<file path="config.mk">
export PLATFORM = sky130hd
export DESIGN_NAME = base64_stream_encoder_core
export DESIGN_NICKNAME = d
export VERILOG_FILES = /design/src/rtl/b64enc_pkg.sv /design/src/rtl/b64enc_front.sv /design/src/rtl/b64enc_queue.sv /design/src/rtl/b64enc_back.sv /design/src/rtl/base64_stream_encoder_core.sv
export SDC_FILE = /design/constraint.sdc
export NUM_CORES = 1
export LEC_CHECK = 0
export BUFFER_PORTS_ARGS = -buffer_cell sky130_fd_sc_hd__buf_4
export CORE_MARGIN = 2
export CORE_UTILIZATION = 40
export DETAILED_ROUTE_END_ITERATION = 7
export PLACE_DENSITY_LB_ADDON = 0.25
export SYNTH_ARGS = -nofsm -noshare
export SYNTH_HDL_FRONTEND = slang
export SYNTH_SLANG_ARGS = --single-unit
</file>
<file path="constraint.sdc">
create_clock -name clk -period 5.9 [get_ports clk]
set_input_delay 0.295 -clock clk [delete_from_list [all_inputs] [get_ports clk]]
set_output_delay 0.295 -clock clk [all_outputs]
set_load 0.02 [all_outputs]
</file>
<file path="src/rtl/b64enc_pkg.sv">
`default_nettype none

package b64enc_pkg;

    localparam int unsigned QUEUE_DEPTH = 2;
    localparam int unsigned CHAR_W      = 7;
    localparam int unsigned MAX_CHARS   = 4;
    localparam int unsigned IDX_W       = 2;

    localparam logic [CHAR_W-1:0] PAD_CHAR = 7'h3D;

    typedef enum logic [1:0] {
        PH_FIRST  = 2'd0,
        PH_SECOND = 2'd1,
        PH_THIRD  = 2'd2
    } b64enc_phase_t;

    typedef struct packed {
        logic [MAX_CHARS-1:0][CHAR_W-1:0] chars;
        logic [IDX_W-1:0]                 last_idx;
        logic                             fin;
    } b64enc_cmd_t;

    function automatic logic [CHAR_W-1:0] b64enc_char(input logic [5:0] v);
        logic [CHAR_W-1:0] wide;
        wide = {1'b0, v};
        if (v < 6'd26)
        begin
            b64enc_char = wide + 7'h41;
        end
        else if (v < 6'd52)
        begin
            b64enc_char = wide + 7'd71;
        end
        else if (v < 6'd62)
        begin
            b64enc_char = wide - 7'd4;
        end
        else if (v == 6'd62)
        begin
            b64enc_char = 7'h2B;
        end
        else
        begin
            b64enc_char = 7'h2F;
        end
    endfunction

endpackage

`default_nettype wire

</file>
<file path="src/rtl/b64enc_front.sv">
`default_nettype none

module b64enc_front
    import b64enc_pkg::*;
(
    input  wire logic        clk,
    input  wire logic        rst_n,
    input  wire logic        in_valid,
    input  wire logic [7:0]  data_byte,
    input  wire logic        final_byte,
    input  wire logic        queue_full,
    output logic             in_ready,
    output logic             push,
    output b64enc_cmd_t      cmd
);

    b64enc_phase_t phase_reg;
    b64enc_phase_t phase_next;
    logic [3:0]    leftover_reg;
    logic [3:0]    leftover_next;
    logic          accept;

    assign in_ready = !queue_full;
    assign accept   = in_valid && !queue_full;
    assign push     = accept;

    always_ff @(posedge clk or negedge rst_n)
    begin
        if (!rst_n)
        begin
            phase_reg    <= PH_FIRST;
            leftover_reg <= 4'd0;
        end
        else if (accept)
        begin
            phase_reg    <= phase_next;
            leftover_reg <= leftover_next;
        end
    end

    always_comb
    begin
        phase_next    = PH_FIRST;
        leftover_next = 4'd0;
        if (!final_byte)
        begin
            case (phase_reg)
                PH_FIRST:
                begin
                    phase_next    = PH_SECOND;
                    leftover_next = {2'b00, data_byte[1:0]};
                end
                PH_SECOND:
                begin
                    phase_next    = PH_THIRD;
                    leftover_next = data_byte[3:0];
                end
                default:
                begin
                    phase_next    = PH_FIRST;
                    leftover_next = 4'd0;
                end
            endcase
        end
    end

    always_comb
    begin
        cmd.chars    = {MAX_CHARS{PAD_CHAR}};
        cmd.last_idx = 2'd0;
        cmd.fin      = final_byte;
        case (phase_reg)
            PH_FIRST:
            begin
                cmd.chars[0] = b64enc_char(data_byte[7:2]);
                cmd.chars[1] = b64enc_char({data_byte[1:0], 4'b0000});
                cmd.last_idx = final_byte ? 2'd3 : 2'd0;
            end
            PH_SECOND:
            begin
                cmd.chars[0] = b64enc_char({leftover_reg[1:0], data_byte[7:4]});
                cmd.chars[1] = b64enc_char({data_byte[3:0], 2'b00});
                cmd.last_idx = final_byte ? 2'd2 : 2'd0;
            end
            default:
            begin
                cmd.chars[0] = b64enc_char({leftover_reg, data_byte[7:6]});
                cmd.chars[1] = b64enc_char(data_byte[5:0]);
                cmd.last_idx = 2'd1;
            end
        endcase
    end

endmodule

`default_nettype wire

</file>
<file path="src/rtl/b64enc_queue.sv">
`default_nettype none

module b64enc_queue
    import b64enc_pkg::*;
#(
    parameter int unsigned DEPTH = QUEUE_DEPTH
)
(
    input  wire logic        clk,
    input  wire logic        rst_n,
    input  wire logic        push,
    input  wire b64enc_cmd_t push_cmd,
    input  wire logic        pop,
    output logic             full,
    output logic             not_empty,
    output b64enc_cmd_t      head
);

    localparam int unsigned PTR_W = (DEPTH > 1) ? $clog2(DEPTH) : 1;
    localparam int unsigned CNT_W = $clog2(DEPTH + 1);

    b64enc_cmd_t      entries_reg [DEPTH];
    logic [PTR_W-1:0] wr_ptr_reg;
    logic [PTR_W-1:0] rd_ptr_reg;
    logic [CNT_W-1:0] count_reg;
    logic [CNT_W-1:0] count_next;

    assign full      = (count_reg == CNT_W'(DEPTH));
    assign not_empty = (count_reg != '0);
    assign head      = entries_reg[rd_ptr_reg];

    always_comb
    begin
        count_next = count_reg;
        if (push && !pop)
        begin
            count_next = count_reg + 1'b1;
        end
        else if (pop && !push)
        begin
            count_next = count_reg - 1'b1;
        end
    end

    always_ff @(posedge clk)
    begin
        if (push)
        begin
            entries_reg[wr_ptr_reg] <= push_cmd;
        end
    end

    always_ff @(posedge clk or negedge rst_n)
    begin
        if (!rst_n)
        begin
            wr_ptr_reg <= '0;
            rd_ptr_reg <= '0;
            count_reg  <= '0;
        end
        else
        begin
            count_reg <= count_next;
            if (push)
            begin
                wr_ptr_reg <= (wr_ptr_reg == PTR_W'(DEPTH - 1)) ? '0 : wr_ptr_reg + 1'b1;
            end
            if (pop)
            begin
                rd_ptr_reg <= (rd_ptr_reg == PTR_W'(DEPTH - 1)) ? '0 : rd_ptr_reg + 1'b1;
            end
        end
    end

endmodule

`default_nettype wire

</file>
<file path="src/rtl/b64enc_back.sv">
`default_nettype none

module b64enc_back
    import b64enc_pkg::*;
(
    input  wire logic               clk,
    input  wire logic               rst_n,
    input  wire logic               not_empty,
    input  wire b64enc_cmd_t        head,
    output logic                    pop,
    input  wire logic               out_ready,
    output logic                    out_valid,
    output logic [CHAR_W-1:0]       code_char,
    output logic                    last_char
);

    logic [IDX_W-1:0]  idx_reg;
    logic              valid_reg;
    logic [CHAR_W-1:0] char_reg;
    logic              last_reg;
    logic              load;
    logic              at_end;

    assign load      = not_empty && (!valid_reg || out_ready);
    assign at_end    = (idx_reg == head.last_idx);
    assign pop       = load && at_end;
    assign out_valid = valid_reg;
    assign code_char = char_reg;
    assign last_char = last_reg;

    always_ff @(posedge clk or negedge rst_n)
    begin
        if (!rst_n)
        begin
            idx_reg   <= '0;
            valid_reg <= 1'b0;
        end
        else
        begin
            if (load)
            begin
                valid_reg <= 1'b1;
                idx_reg   <= at_end ? '0 : idx_reg + 1'b1;
            end
            else if (out_ready)
            begin
                valid_reg <= 1'b0;
            end
        end
    end

    always_ff @(posedge clk)
    begin
        if (load)
        begin
            char_reg <= head.chars[idx_reg];
            last_reg <= head.fin && at_end;
        end
    end

endmodule

`default_nettype wire

</file>
<file path="src/rtl/base64_stream_encoder_core.sv">
// The first character of a byte is written into a command queue entry, then loaded into the output register.
// One character per cycle leaves the output register, which sets the pace, while the queue holds a
// command and m_tready does not stall it; each byte yields one to four characters.
// Input requests are taken every cycle while the command queue has room.
// Reset clears the group phase, the leftover bits, the queue and the output valid flag.
`default_nettype none

module base64_stream_encoder_core
    import b64enc_pkg::*;
#(
    parameter int unsigned QUEUE_DEPTH_P = QUEUE_DEPTH
)
(
    input  wire logic       clk,
    input  wire logic       rst_n,
    input  wire logic       s_tvalid,
    output logic            s_tready,
    input  wire logic [7:0] s_tdata,   // [7:0] data_byte
    input  wire logic       s_tlast,
    output logic            m_tvalid,
    input  wire logic       m_tready,
    output logic [7:0]      m_tdata,   // [6:0] code_char, [7] zero
    output logic            m_tlast
);

    logic              push;
    logic              pop;
    logic              full;
    logic              not_empty;
    b64enc_cmd_t       cmd;
    b64enc_cmd_t       head;
    logic [CHAR_W-1:0] code_char;

    b64enc_front u_front (
        .clk        (clk),
        .rst_n      (rst_n),
        .in_valid   (s_tvalid),
        .data_byte  (s_tdata),
        .final_byte (s_tlast),
        .queue_full (full),
        .in_ready   (s_tready),
        .push       (push),
        .cmd        (cmd)
    );

    b64enc_queue #(
        .DEPTH (QUEUE_DEPTH_P)
    ) u_queue (
        .clk       (clk),
        .rst_n     (rst_n),
        .push      (push),
        .push_cmd  (cmd),
        .pop       (pop),
        .full      (full),
        .not_empty (not_empty),
        .head      (head)
    );

    b64enc_back u_back (
        .clk       (clk),
        .rst_n     (rst_n),
        .not_empty (not_empty),
        .head      (head),
        .pop       (pop),
        .out_ready (m_tready),
        .out_valid (m_tvalid),
        .code_char (code_char),
        .last_char (m_tlast)
    );

    assign m_tdata = {1'b0, code_char};

endmodule

`default_nettype wire
</file>
=== Word-level counts from Yosys, hierarchy flattened ===
Memory sizes are Yosys's and may differ from the RTL's.
Index checks and enable logic that the tools add are counted.

* Muxes and demuxes: 40
* $add $sub $neg: 23
* $lt $le $gt $ge: 19
* Reductions and logical operators: 15
* Equal/unequal tests: 7

{| class="wikitable"
|+ Operators with widths
! cell !! count
|-
| $mux 7 || 19
|-
| $add 6x7->7 const B || 12
|-
| $lt 6x6->1 const B || 12
|-
| $sub 6x3->7 const B || 6
|-
| $lt 6x5->1 const B || 6
|-
| $pmux 16 s2 || 1
|-
| $eq 6x6->1 const B || 4
|-
| $bmux 7 s2 || 1
|-
| $mux 2 || 6
|-
| $mux 3 || 4
|-
| $pmux 4 s2 || 1
|-
| $logic_and 1x1->1 || 6
|-
| $mux 1 || 6
|-
| $reduce_bool 2->1 || 3
|-
| $add 2x1->2 const B || 2
|-
| $logic_not 1->1 || 4
|-
| $mux 4 || 1
|-
| $pmux 2 s2 || 1
|-
| $lt 2x3->1 const B || 1
|-
| $add 1x1->1 const B || 2
|-
| $eq 2x1->1 const B || 1
|-
| $eq 2x2->1 || 1
|-
| $eq 2x2->1 const B || 1
|-
| $logic_not 2->1 || 1
|-
| 2 further kinds || 2
|}

* Memory bits (writable): 34
* Output and inout port bits: 11
* Input bits: 13
* Register bits: 21
* Word-level logic and storage cells: 114
* Memories: 1

{| class="wikitable"
|+ Memory list
! memory !! words !! bits a word !! read ports !! clocked after memory_dff !! write ports !! RTL line !! RTL
|-
| u_queue.entries_reg || 2 || 17 || 1 || 0 || 1 || b64enc_queue.sv:22 || <nowiki>b64enc_cmd_t entries_reg [DEPTH];</nowiki>
|}

=== Logic depth before layout (Yosys ltp) ===
Gate-level depths: netlist of the first run.

* Word-level depth: 7
* Depth in mapped cells: 10

=== Modules after synthesis ===
Synthesis of the first run repeated with hierarchy kept, for this count alone.

* Cell total of the unflattened synthesis: 484
* Area, all modules: 5499.0 um2

{| class="wikitable"
|+ By module, submodules not included
! module !! cells each !! area each (um2) !! instances
|-
| b64enc_queue || 113 || 2580.0 || 1
|-
| b64enc_front || 334 || 2313.5 || 1
|-
| b64enc_back || 35 || 594.3 || 1
|-
| base64_stream_encoder_core || 2 || 11.3 || 1
|}

=== Least setup slack after synthesis of the first run ===
OpenSTA, ideal clock, no wires.

* Path kind: in2reg
* Start: input s_tdata[2]
* End: memory u_queue.entries_reg[0][11] in the netlist's numbering, data pin
* Stages on the path: 10
* Arrival: 2.011 ns
* Path slack: 3.617 ns
* Buffers on the path: 3
* Path through: buf_2 > clkbuf_1 > inv_1 > ha_1 > a21o_1 > a21oi_1 > buf_2 > nor3_1 > a211oi_1 > o21ai_0

{| class="wikitable"
|+ RTL lines
! element !! RTL line !! RTL
|-
| from (decl) || base64_stream_encoder_core.sv:18 || <nowiki>input wire logic [7:0] s_tdata,</nowiki>
|-
| to (decl) || b64enc_queue.sv:22 ||
|}

==> results.json, run 1 <==
{
  "synth.largest_area_cell": "edfxtp_1",
  "vias": 3163,
  "grt_setup_unrepaired": "false",
  "ys_ff_latch": 55,
  "worstSetupStartpointType": "flop",
  "synthArstFlopShare_pct": 23.6,
  "dp_hpwl_mm": 7.07,
  "finalSetupViolCount": 0,
  "io_buffers": 22,
  "power_density_nw_per_um2": 395,
  "n_antenna_cell": 0,
  "rows": 36,
  "clock_latency_ns": 0.31,
  "largest_register_ffs": 34,
  "cts_buffer_depth": 2,
  "required_ns": 5.95,
  "endpoint_kind": "flop",
  "root_buffer": "clkbuf_8",
  "ys_warn_count": 0,
  "grt_pass1_wl_mm": 15.5,
  "drive_gt1_share_pct": 12.0,
  "slew-limit-headroom_pct": 38.7,
  "die_area_um2": 10800,
  "core_um2": 9730,
  "worst_slew_pin_slew_ns": 0.919,
  "avgViaCountPerCell": 5.85,
  "synth_ff_type": "edfxtp_1",
  "leakage_nw": 1.61,
  "cts-buffers-inserted": 5,
  "grt_max_degree": 24,
  "synth_top_area_share_pct": 31.5,
  "syn_to_final_growth_pct": 7.57,
  "dr.pass1.iters": 5,
  "status": "finished, final reports clean",
  "antenna_found_initial": 0,
  "wire_per_inst_um": 17.5,
  "crit_arrival_ns": 2.64,
  "synth.net_count": 442,
  "synth.distinct_cells": 63,
  "drc": 0,
  "maxClockFrequency_ghz": 0.386,
  "grt_pass1_vias": 2957,
  "gp_congestion": 0.938,
  "hold_viol_final": 0,
  "fin_skew_ns": 0.0155,
  "drtAntennaViolNets": 0,
  "min_path_type": "primary input to flop",
  "ir_drop_v": 0.000147,
  "die_w_um": 104,
  "synth-edff-count": 42,
  "clk_pin_slew_ns": 0.10,
  "ios": 24,
  "finalPower_w": 0.00170,
  "finish.utilization_pct": 44.2,
  "final_area_um2": 4300,
  "grt-ovfl-total": 0,
  "drtIter0Drc": 208,
  "critPathKind": "flop to flop",
  "start_util_pct": 41.1,
  "finalCriticalPeriod_ns": 2.59,
  "setup_tns_ns": 0,
  "synth_cells": 405,
  "drt_wl_total_mm": 9.46,
  "nNetsFinal": 444,
  "synth_area_um2": 4000,
  "ys_seq_area_share_pct": 39.7,
  "fp.dieH_um": 104,
  "maxCapViolations": 0,
  "place_area_um2": 4180,
  "synth_area_leaders": "edfxtp_1 (32%), dfrtp_1 (8.1%), ha_1 (7.5%)",
  "cts_sinks": 55,
  "cts-htree-levels": 2,
  "fin_crit_sh_pct": 43.9,
  "grt_usage_pct": 17.6,
  "crit_path_max_fanout": 11,
  "avgSynthCellArea_um2": 9.88,
  "cts_tree": "done",
  "report.final.slew_viol_count": 0
}
## routing by layer
layer	track usage [%]	up-vias	share of wire, %
li1	-	1523	-
met1	25.1	1529	46
met4	3.96	0	0.51
met2	28.7	107	48
met5	0	-	0
met3	2.38	4	5.3
## report_power, final
group          internal, W  switching [W]
Clock             0.000111       0.000122
Sequential        0.000614       0.000132
Combinational     0.000318       0.000405
## final timing paths
| kind | slack [ns] | start | endpoint | cells past startpoint |
|---|---|---|---|---|
| setup / recovery | 3.31 | u_front.leftover_reg[1] | u_queue.entries_reg[0][5] | 6 |
| hold / removal | 0.21 | s_tlast | u_queue.entries_reg[0][0] | 1 |
| setup reg to reg | 3.31 | u_front.leftover_reg[1] | u_queue.entries_reg[0][5] | 6 |
| hold reg to reg | 0.50 | u_queue.wr_ptr_reg | u_queue.wr_ptr_reg | 1 |
| max in group asynchronous | 5.38 | rst_n | u_back.idx_reg[1] | 2 |
| min in group asynchronous | 0.35 | rst_n | u_front.leftover_reg[1] | 2 |
## repair_timing
item / CTS / global route
gates resized for setup: 0 / 0
endpoints found under the hold margin: 13 / 0
buffers inserted: 0 / 0
endpoints found under the setup margin: 0 / 0
hold buffers: 1 / 0
## through the flow
step / instances / hold slack (ns) / setup slack (ns)
finish: 541 / 0.214 / 3.31
detailed placement: 532 / 0.154 / 3.13
CTS: 541 / 0.200 / 3.36
global placement: 532 / 0.152 / 3.21
floorplan: 405 / -0.000591 / 3.62
global route: 541 / 0.206 / 3.18
## synth_stat cells, types with 7 or more instances
| library cell | n |
|---|---|
| a211oi_1 | 9 |
| a21o_1 | 9 |
| a21oi_1 | 29 |
| buf_2 | 13 |
| dfrtp_1 | 13 |
| edfxtp_1 | 42 |
| ha_1 | 24 |
| inv_1 | 18 |
| mux4_2 | 7 |
| nand2_1 | 25 |
| nand3_1 | 19 |
| nor2_1 | 18 |
| nor2b_1 | 8 |
| nor3_1 | 12 |
| o21ai_0 | 18 |
| xnor2_1 | 19 |
## worst max-delay path, cell delays in order, from the launching register on
cell and delay [ns]:
dfrtp_1 0.63, ha_1 0.44, nor2b_1 0.51, mux2i_1 0.16, o211ai_1 0.20, a21oi_1 0.10, a211o_1 0.29
## cell type report
type	count	area (um2)
clock inverter	2	16.3
timing repair buffer	24	183
fill	984	5430
sequential	55	1590
multi-input combinational	301	2180
inverter	20	75.1
tap	133	166
clock buffer	6	93.8
## cell families (layout without fill, tap and decap cells)
group / after synthesis / in the layout / share of synthesized area, %
AOI/OAI and AO/OA: 120 / 120 / 20.7
xor gates and xnor gates: 25 / 25 / 5.47
adders and majority gates: 24 / 24 / 7.51
buffers and inverters: 49 / 52 / 5.79
DFF: 55 / 55 / 39.7
muxes: 14 / 14 / 5.72
other: 1 / 1 / 0.0937
and+or+nand+nor: 117 / 117 / 15.0
## cells in the final DEF (no fill, tap or decap), drive strengths merged, types with 10 or more instances in the layout
cell	n
o21ai	19
nor3	13
a21oi	31
nand3	19
inv	20
dfrtp	13
a21o	10
buf	23
xnor2	19
ha	24
nand2	25
nor2	18
edfxtp	42
No activity file was read; power rests on OpenSTA's default activity.
==> inputs of run 2 (changes only) <==
==> constraint.sdc (replaced) <==
create_clock -name clk -period 2.34 [get_ports clk]
set_input_delay 0.117 -clock clk [delete_from_list [all_inputs] [get_ports clk]]
set_output_delay 0.117 -clock clk [all_outputs]
set_load 0.02 [all_outputs]
==> run 2 against run 1 <==
Compared with the run above:
- power increased to 2.6 times the previous value
- register-to-register slack lost 3.2 ns
- count of clock-buffer cells in the layout decreased by 1
- non-clock buffer count rose by 31
- critical endpoint is now u_queue.entries_reg[1][4]
- maximum frequency is 19% higher
- largest cell class unchanged
- global-route usage rose by 0.39 points
- combinational power rose to 2.9 times the previous value
- largest power group is now combinational cells
==> results.json, run 2 (same netlist as run 1, synthesis figures left out) <==
{
  "ios": 24,
  "required_ns": 2.52,
  "maxClockFrequency_ghz": 0.459,
  "critPathKind": "flop to flop",
  "slew-limit-headroom_pct": 59.2,
  "fin_skew_ns": 0.0139,
  "hold_viol_final": 0,
  "drive_gt1_share_pct": 18.2,
  "start_util_pct": 41.1,
  "root_buffer": "clkbuf_8",
  "path_buf_inv": 2,
  "crit_path_max_fanout": 10,
  "drc": 0,
  "cts-buffers-inserted": 5,
  "rows": 36,
  "crit_path_end": "u_queue.entries_reg[1][4]",
  "startpoint": "u_front.leftover_reg[1]",
  "wire_per_inst_um": 17.2,
  "antenna_found_initial": 0,
  "whs_ns": 0.0420,
  "clock_latency_ns": 0.31,
  "nNetsFinal": 475,
  "fin_crit_sh_pct": 93.2,
  "grt_max_degree": 20,
  "final.fill_count": 946,
  "grt_setup_unrepaired": "false",
  "final_cell_mix": "buf_4 (54), edfxtp_1 (42), a21oi_1 (29), nand2_1 (25), ha_1 (24)",
  "dr.pass1.iters": 5,
  "clk_pin_slew_ns": 0.11,
  "path_cells": "ha_1, nand2b_1, buf_4, a211oi_1, a211oi_1, o31ai_1, buf_4",
  "setup_tns_ns": 0,
  "crit_family": "compound AO/OA/AOI/OAI gates",
  "cts_buffer_depth": 2,
  "grt_pass1_wl_mm": 15.8,
  "core_um2": 9730,
  "min_path_type": "primary input to flop",
  "rr_startpoint": "u_front.leftover_reg[1]",
  "seq_area_um2": 1590,
  "status": "finished, final reports clean",
  "finalCriticalPeriod_ns": 2.18,
  "cts-htree-levels": 2,
  "drt_wl_total_mm": 9.83,
  "cts_tree": "done",
  "gp_congestion": 0.922,
  "io_buffers": 22,
  "worstSetupStartpointType": "flop",
  "grt_pass1_vias": 3045,
  "die_w_um": 104,
  "dp_hpwl_mm": 7.57,
  "post_cts_buffers": 0,
  "cts_sinks": 55,
  "report.final.slew_viol_count": 0,
  "n_antenna_cell": 0,
  "drtIter0Drc": 267,
  "cp_slowest_stage_delay_ns": 0.40,
  "drtAntennaViolNets": 0,
  "r2r_end": "u_queue.entries_reg[1][4]",
  "power_density_nw_per_um2": 968,
  "maxCapViolations": 0,
  "grt-ovfl-total": 0,
  "die_area_um2": 10800,
  "layout_commonest_cell": "buf_4",
  "grt_usage_pct": 18.0,
  "largest_register_ffs": 34,
  "reg2reg_slack_ns": 0.16,
  "avgViaCountPerCell": 5.77,
  "multi_input_area_um2": 2180,
  "worst_slew_pin_slew_ns": 0.605,
  "leakage_nw": 1.76,
  "endpoint_kind": "flop",
  "slowest_stage": "dfrtp_1",
  "syn_to_final_growth_pct": 13.0,
  "reg2reg_depth": 7,
  "finalSetupViolCount": 0,
  "vias": 3302,
  "path_depth": 7,
  "fp.dieH_um": 104,
  "crit_arrival_ns": 2.36,
  "ir_drop_v": 0.000478
}
## run 2: cell count changes in the layout (fill, tap and decap cells not counted), sizes merged
cell,previous run,this run
clkbuf,6,5
buf,23,54
clkinvlp,1,0
clkinv,1,2
inv,20,21
## run 2: cell type report
class | instances | share of cell area (%)
clock buffers | 5 | 1.52
multi-input cells | 301 | 48.3
inverters | 20 | 1.66
well taps | 133 | 3.68
clock inverters | 3 | 0.581
repair buffers | 55 | 9.19
flip-flops and latches | 55 | 35.1
## run 2: per-stage QoR
stage / instance area (um2) / setup WS, ns / instances / total power (W) / utilization, %
final: 4520 / 0.160 / 572 / 0.00438 / 46.5
after CTS: 4520 / 0.184 / 572 / 0.00439 / 46.5
after floorplan: 4000 / 0.166 / 405 / 0.00318 / -
after global placement: 4420 / 0.128 / 563 / 0.00381 / 45.4
after global routing: 4520 / 0.0245 / 572 / 0.00467 / 46.5
after detailed placement: 4420 / 0.0732 / 563 / 0.00386 / 45.4
## run 2: worst min-delay path by stage
| stage | start | end | slack, ns | depth (start not counted) |
|---|---|---|---|---|
| 2_1_floorplan | rst_n | u_back.idx_reg[0] | -0.18 | 0 |
| 3_3_place_gp | rst_n | u_front.leftover_reg[0] | -0.03 | 1 |
| 3_5_place_dp | rst_n | u_queue.wr_ptr_reg | -0.02 | 1 |
| 4_1_cts | s_tlast | u_queue.entries_reg[0][0] | 0.03 | 1 |
| 5_1_grt | s_tlast | u_queue.entries_reg[0][0] | 0.02 | 1 |
| 6_report | s_tlast | u_queue.entries_reg[1][0] | 0.04 | 1 |
## run 2: repair_timing
item	CTS	global route
gates resized for setup	0	0
endpoints found under the hold margin	13	0
hold buffers	1	0
endpoints found under the setup margin	0	0
## run 2: where the power goes
group | total, W | switching, W | leakage (nW) | internal (W)
Combinational | 0.00208 | 0.00116 | 1.16 | 0.000914
Sequential | 0.00177 | 0.000217 | 0.545 | 0.00155
Clock | 0.000535 | 0.000315 | 0.0491 | 0.000221
## run 2: per-layer routing
layer / up-vias / global-route usage [%] / wire [um]
met4: 0 / 4.05 / 112
met3: 9 / 1.57 / 423
met5: - / 0 / 0
li1: 1583 / - / -
met2: 107 / 30.5 / 4860
met1: 1603 / 25.1 / 4430
